$ cat src/tmce_pkg.sv
package tmce_pkg;

    localparam int DEF_COLUMNS = 80;
    localparam int DEF_ROWS    = 25;

    localparam int POS_W      = 11;
    localparam int CELL_W     = 16;
    localparam int COLOR_W    = 4;
    localparam int CFG_IDX_W  = 1;
    localparam int CFG_DATA_W = 4;
    localparam int TAB_STOP   = 4;

    localparam logic [1:0] OP_PUT   = 2'd0;
    localparam logic [1:0] OP_CLEAR = 2'd1;
    localparam logic [1:0] OP_MOVE  = 2'd2;
    localparam logic [1:0] OP_READ  = 2'd3;

    localparam logic [CFG_IDX_W-1:0] REG_FG_COLOR = 1'd0;
    localparam logic [CFG_IDX_W-1:0] REG_BG_COLOR = 1'd1;

    localparam logic [7:0] CHAR_TAB   = 8'd9;
    localparam logic [7:0] CHAR_NL    = 8'd10;
    localparam logic [7:0] CHAR_CR    = 8'd13;
    localparam logic [7:0] CHAR_BLANK = 8'h20;

    localparam logic [COLOR_W-1:0] FG_RESET = 4'hF;
    localparam logic [COLOR_W-1:0] BG_RESET = 4'h0;
    localparam logic [CELL_W-1:0]  RESET_BLANK = {BG_RESET, FG_RESET, CHAR_BLANK};

    typedef struct packed {
        logic [1:0] op;
        logic [7:0] char_code;
        logic [6:0] column;
        logic [4:0] row;
    } in_item_t;

    typedef struct packed {
        logic [POS_W-1:0]  cursor_position;
        logic [CELL_W-1:0] cell_data;
    } out_item_t;

    typedef struct packed {
        logic load_in;
        logic exec_put;
        logic exec_clear;
        logic exec_move;
        logic exec_read;
        logic scr_rd;
        logic scr_wr;
        logic fill;
        logic init;
        logic out_load;
    } cmd_t;

    typedef struct packed {
        logic [1:0] op;
        logic       scroll_need;
        logic       idx_copy_last;
        logic       idx_last;
        logic       out_free;
    } sts_t;

    typedef enum logic [2:0] {
        ST_INIT,
        ST_IDLE,
        ST_EXEC,
        ST_SCR_RD,
        ST_SCR_WR,
        ST_FILL,
        ST_DONE
    } state_t;

endpackage

$ cat src/tmce_ctrl.sv
module tmce_ctrl (
    input  logic          aclk,
    input  logic          aresetn,
    input  logic          s_valid,
    output logic          s_ready,
    input  tmce_pkg::sts_t sts,
    output tmce_pkg::cmd_t cmd
);
    import tmce_pkg::*;

    state_t state_reg;
    state_t state_next;

    always_ff @(posedge aclk) begin
        if (!aresetn) begin
            state_reg <= ST_INIT;
        end else begin
            state_reg <= state_next;
        end
    end

    always_comb begin
        state_next = state_reg;
        case (state_reg)
            ST_INIT: begin
                if (sts.idx_last) begin
                    state_next = ST_IDLE;
                end
            end
            ST_IDLE: begin
                if (s_valid) begin
                    state_next = ST_EXEC;
                end
            end
            ST_EXEC: begin
                case (sts.op)
                    OP_PUT:   state_next = sts.scroll_need ? ST_SCR_RD : ST_DONE;
                    OP_CLEAR: state_next = ST_FILL;
                    default:  state_next = ST_DONE;
                endcase
            end
            ST_SCR_RD: begin
                state_next = ST_SCR_WR;
            end
            ST_SCR_WR: begin
                state_next = sts.idx_copy_last ? ST_FILL : ST_SCR_RD;
            end
            ST_FILL: begin
                if (sts.idx_last) begin
                    state_next = ST_DONE;
                end
            end
            ST_DONE: begin
                if (sts.out_free) begin
                    state_next = ST_IDLE;
                end
            end
            default: begin
                state_next = ST_IDLE;
            end
        endcase
    end

    always_comb begin
        cmd     = '0;
        s_ready = 1'b0;
        case (state_reg)
            ST_INIT: begin
                cmd.init = 1'b1;
            end
            ST_IDLE: begin
                s_ready     = 1'b1;
                cmd.load_in = s_valid;
            end
            ST_EXEC: begin
                case (sts.op)
                    OP_PUT:   cmd.exec_put   = 1'b1;
                    OP_CLEAR: cmd.exec_clear = 1'b1;
                    OP_MOVE:  cmd.exec_move  = 1'b1;
                    default:  cmd.exec_read  = 1'b1;
                endcase
            end
            ST_SCR_RD: begin
                cmd.scr_rd = 1'b1;
            end
            ST_SCR_WR: begin
                cmd.scr_wr = 1'b1;
            end
            ST_FILL: begin
                cmd.fill = 1'b1;
            end
            ST_DONE: begin
                cmd.out_load = sts.out_free;
            end
            default: begin
                cmd = '0;
            end
        endcase
    end

endmodule

$ cat config.mk
export PLATFORM = sky130hd
export DESIGN_NAME = tmce_ctrl
export DESIGN_NICKNAME = d
export VERILOG_FILES = /design/src/tmce_pkg.sv /design/src/tmce_ctrl.sv
export SDC_FILE = /design/constraint.sdc
export NUM_CORES = 1
export LEC_CHECK = 0
export ABC_AREA = 1
export BUFFER_PORTS_ARGS = -buffer_cell sky130_fd_sc_hd__buf_2
export CAP_MARGIN = 25
export CORE_AREA = 10 10 47 49
export CTS_CLUSTER_DIAMETER = 40
export DETAILED_ROUTE_END_ITERATION = 10
export DIE_AREA = 0 0 57 59
export GPL_ROUTABILITY_DRIVEN = 0
export GPL_TIMING_DRIVEN = 0
export PLACE_DENSITY = 0.5
export SYNTH_ARGS = -nofsm -noshare
export SYNTH_HDL_FRONTEND = slang
export SYNTH_SLANG_ARGS = --single-unit
$ cat constraint.sdc
create_clock -name aclk -period 1.52 [get_ports aclk]
set_input_delay 0.076 -clock aclk [delete_from_list [all_inputs] [get_ports aclk]]
set_output_delay 0.076 -clock aclk [all_outputs]
set_load 0.01 [all_outputs]
==> results.txt <==
----------------------------------------------------
[Logic synthesis]
  Synth Area in Simple Gates ... 0.584
  Number of enable-type register cells in the synthesized netlist ... 0
  Top cells by area, synth ... sky130_fd_sc_hd__dfxtp_1 (17%), sky130_fd_sc_hd__nand2_1 (17%), sky130_fd_sc_hd__inv_1 (13%)
  Count of different cell masters after synthesis ... 18
  Sequential fraction of the synthesis area ... 0.172
  Main synth FF type ... sky130_fd_sc_hd__dfxtp_1
  Most numerous cell types in the synthesized netlist ... sky130_fd_sc_hd__nand2_1 (16), sky130_fd_sc_hd__inv_1 (12), sky130_fd_sc_hd__nor2_1 (8)
  Syn Area/Cell ... 5.37 um^2
  Share of the synthesized area in the top cell type ... 0.172
  Synth warnings ... 0
  Net count of the mapped netlist ... 74
  Synth Register Bits ... 3
  Library cell with the highest instance count after synthesis ... sky130_fd_sc_hd__nand2_1
  Most area-hungry cell type in the Yosys netlist ... sky130_fd_sc_hd__dfxtp_1
  Mux contribution to synthesized area ... 0
  Adder and majority cell fraction of the synthesized area ... 0
  Number of standard cells after synthesis ... 65
  Share of flip-flops with an asynchronous set or reset ... 0
  Largest family of logic cells by synthesized area ... simple AND/OR/NAND/NOR gates
  Post-Syn Area ... 349 um^2
  Synthesized-area fraction occupied by xor and xnor cells ... 0
  Share of the synthesized area in compound gates (AO/OA/AOI/OAI) ... 0.0681

[Timing]
  Setup clock skew after layout ... 1.59 ps
  Hold violation count in the final report ... 0
  Worst rel slew slack ... 0.817
  Clock period minus worst slack ... 1370 ps
  Maximum clock frequency ... 731 MHz
  Worst Tran Pin Value ... 274 ps
  TNS Setup ... 0 ps
  Number of slew-limit violations in the final report ... 0
  Final setup violation count ... 0
  Post-route clock period utilization ... 0.900
  Setup repair after global routing missed its margin ... no
  Fin worst setup slack ... 153 ps

[Detailed routing]
  DRC violation count after routing ... 0
  Per-cell routed wire length ... 9.20 um
  Post-detailed-route via-to-cell ratio ... 4.30
  Initial DRC Count ... 8
  Post-route antenna net violation count ... 0
  Total wire length after detailed routing ... 957 um
  Pre-Repair DR Iteration Count ... 4
  Via count ... 447

[Clock tree]
  Clock tree from TritonCTS ... done
  Clock insertion delay at the later pin of the skew report ... 230 ps
  Clock Tree Buf Depth ... 2
  Total of hold buffers inserted after clock tree synthesis ... 0
  Buffer type at the clock tree root ... sky130_fd_sc_hd__clkbuf_4
  Num CTS Buffers ... 3
  Clock transition at the registers of the reported paths ... 40 ps
  CTS sink cnt ... 3
  Number of buffers inserted by post-CTS setup repair ... 0
  # resized after CTS ... 0
  CTS H-tree lvls ... 1

[Worst setup path]
  Biggest fanout along the worst timing path ... 7
  Cell with the largest stage delay on the worst path ... sky130_fd_sc_hd__dfxtp_1
  Required time at the endpoint of the critical path ... 1440 ps
  Critical path capture point type ... output port
  Crit-path leading delay family ... flip-flops
  Biggest cell delay along the critical path ... 460 ps
  Arrival time of the worst setup path ... 1290 ps
  Category of the most critical setup path ... reg2out
  Critical Path Source Type ... register
  Buffers and inverters on the worst path ... 2
  CP Cell Sequence ... nand2_1 > nor2_2 > inv_1 > nor3_1 > buf_2

[Finish]
  Final core area utilization ... 0.352
  Share of final-layout standard cells stronger than drive strength 1 ... 0.375
  Number of diodes added for antenna fixing ... 0
  Final net count ... 98
  Number of flip-flops under the largest register name ... 3
  Layout overhead on the synthesized area ... 41.2%
  Number of fill cells ... 175

[Power]
  Pleak ... 0.000306 uW
  Power density over the cells ... 1450 mW/mm^2
  Maximum VDD drop ... 764 uV

[Floorplanning]
  Initial standard-cell utilization of the core ... 0.249
  IO Count ... 20
  Horizontal extent of the die ... 57 um
  Cell Rows ... 14
  Total die area ... 0.00336 mm^2
  Core region area ... 0.00140 mm^2
  Y dimension of the die ... 59 um

[Global routing]
  Aggregate global-route resource usage ... 0.0562
  Total gr overflow ... 0
  Via count of the first global-routing pass ... 411
  Largest net degree at the start of global routing ... 10
  Initial antenna violation count ... 0
  First-pass GRT wire length ... 1600 um

[Job]
  Max-cap violation count ... 0

[Placed design]
  HPWL after DPL ... 822 um
  Minimum setup slack after placement ... 358 ps
  # port buffers ... 19

[Hold path]
  Class of the worst hold path ... in2reg

[Run status]
  Run status ... complete, no violations

----------------------------------------------------
tightest hold or removal path, cell delays in order:
cell and delay, ps:
sky130_fd_sc_hd__buf_2 100, sky130_fd_sc_hd__nand2_1 50, sky130_fd_sc_hd__nor2_1 30
per-stage QoR:
stage | power (uW) | hold WS [ps] | instance area (um^2) | cells
floorplan | 456 | 196 | 349 | 65
global placement | 586 | 318 | 464 | 100
detailed placement | 579 | 318 | 464 | 100
CTS | 724 | 77.2 | 490 | 104
global route | 798 | 77.0 | 493 | 104
finish | 715 | 81.1 | 493 | 104
path summary, 6_finish.rpt:
| path | cells past startpoint | end | slack (ps) | from |
|---|---|---|---|---|
| worst min-delay path | 3 | state_reg[0] | 80 | aresetn |
| worst max register to register | 6 | state_reg[2] | 350 | state_reg[0] |
| worst max-delay path | 5 | cmd[8] | 150 | state_reg[1] |
| worst min register to register | 2 | state_reg[0] | 600 | state_reg[0] |
layout make-up:
cell class | count | area (um^2) | share of cell area
plain buffers | 1 | 5.00 | 0.0102
repair buffers | 19 | 95.1 | 0.193
flip-flops and latches | 3 | 60.1 | 0.122
clock buffers | 4 | 26.3 | 0.0533
multi-input cells | 46 | 230 | 0.467
inverters | 15 | 56.3 | 0.114
well taps | 16 | 20.0 | 0.0406
routing by layer:
| layer | part of all wire | global-route usage |
|---|---|---|
| met3 | 0.10 | 0.0386 |
| met1 | 0.47 | 0.0629 |
| met4 | 0 | 0.0201 |
| met2 | 0.42 | 0.0822 |
| met5 | 0 | 0 |
placed cells by master, fill, tap and decap left out:
cell,netlist,routed
sky130_fd_sc_hd__nand2_2,2,2
sky130_fd_sc_hd__buf_2,1,20
sky130_fd_sc_hd__nand3_1,5,5
sky130_fd_sc_hd__o21ai_1,1,1
sky130_fd_sc_hd__dfxtp_1,3,3
sky130_fd_sc_hd__clkbuf_4,0,3
sky130_fd_sc_hd__inv_1,12,12
sky130_fd_sc_hd__nand4_1,2,2
sky130_fd_sc_hd__a21oi_1,2,2
sky130_fd_sc_hd__inv_2,2,2
sky130_fd_sc_hd__nor2_4,1,1
sky130_fd_sc_hd__nand3_2,1,1
sky130_fd_sc_hd__nand2_1,16,16
sky130_fd_sc_hd__nor3_1,3,3
sky130_fd_sc_hd__clkbuf_1,0,1
sky130_fd_sc_hd__clkinv_1,1,1
sky130_fd_sc_hd__a21oi_2,1,1
sky130_fd_sc_hd__nor2_2,2,3
sky130_fd_sc_hd__nor2_1,8,7
sky130_fd_sc_hd__nand3b_1,2,2
kinds of logic (layout without fill, tap and decap cells):
kind of cell           Yosys count  after routing
buffers and inverters           16             39
AO/OA/AOI/OAI                    4              4
flip-flops                       3              3
AND/OR/NAND/NOR                 42             42
where the power goes:
| group | switching [uW] | internal, uW | total (uW) | leakage [uW] |
|---|---|---|---|---|
| logic | 267 | 162 | 428 | 0.000266 |
| clock network | 39.0 | 98.2 | 137 | 0.0000150 |
| registers | 43.6 | 106 | 149 | 0.0000247 |
Power figures use the tool's default switching activity.
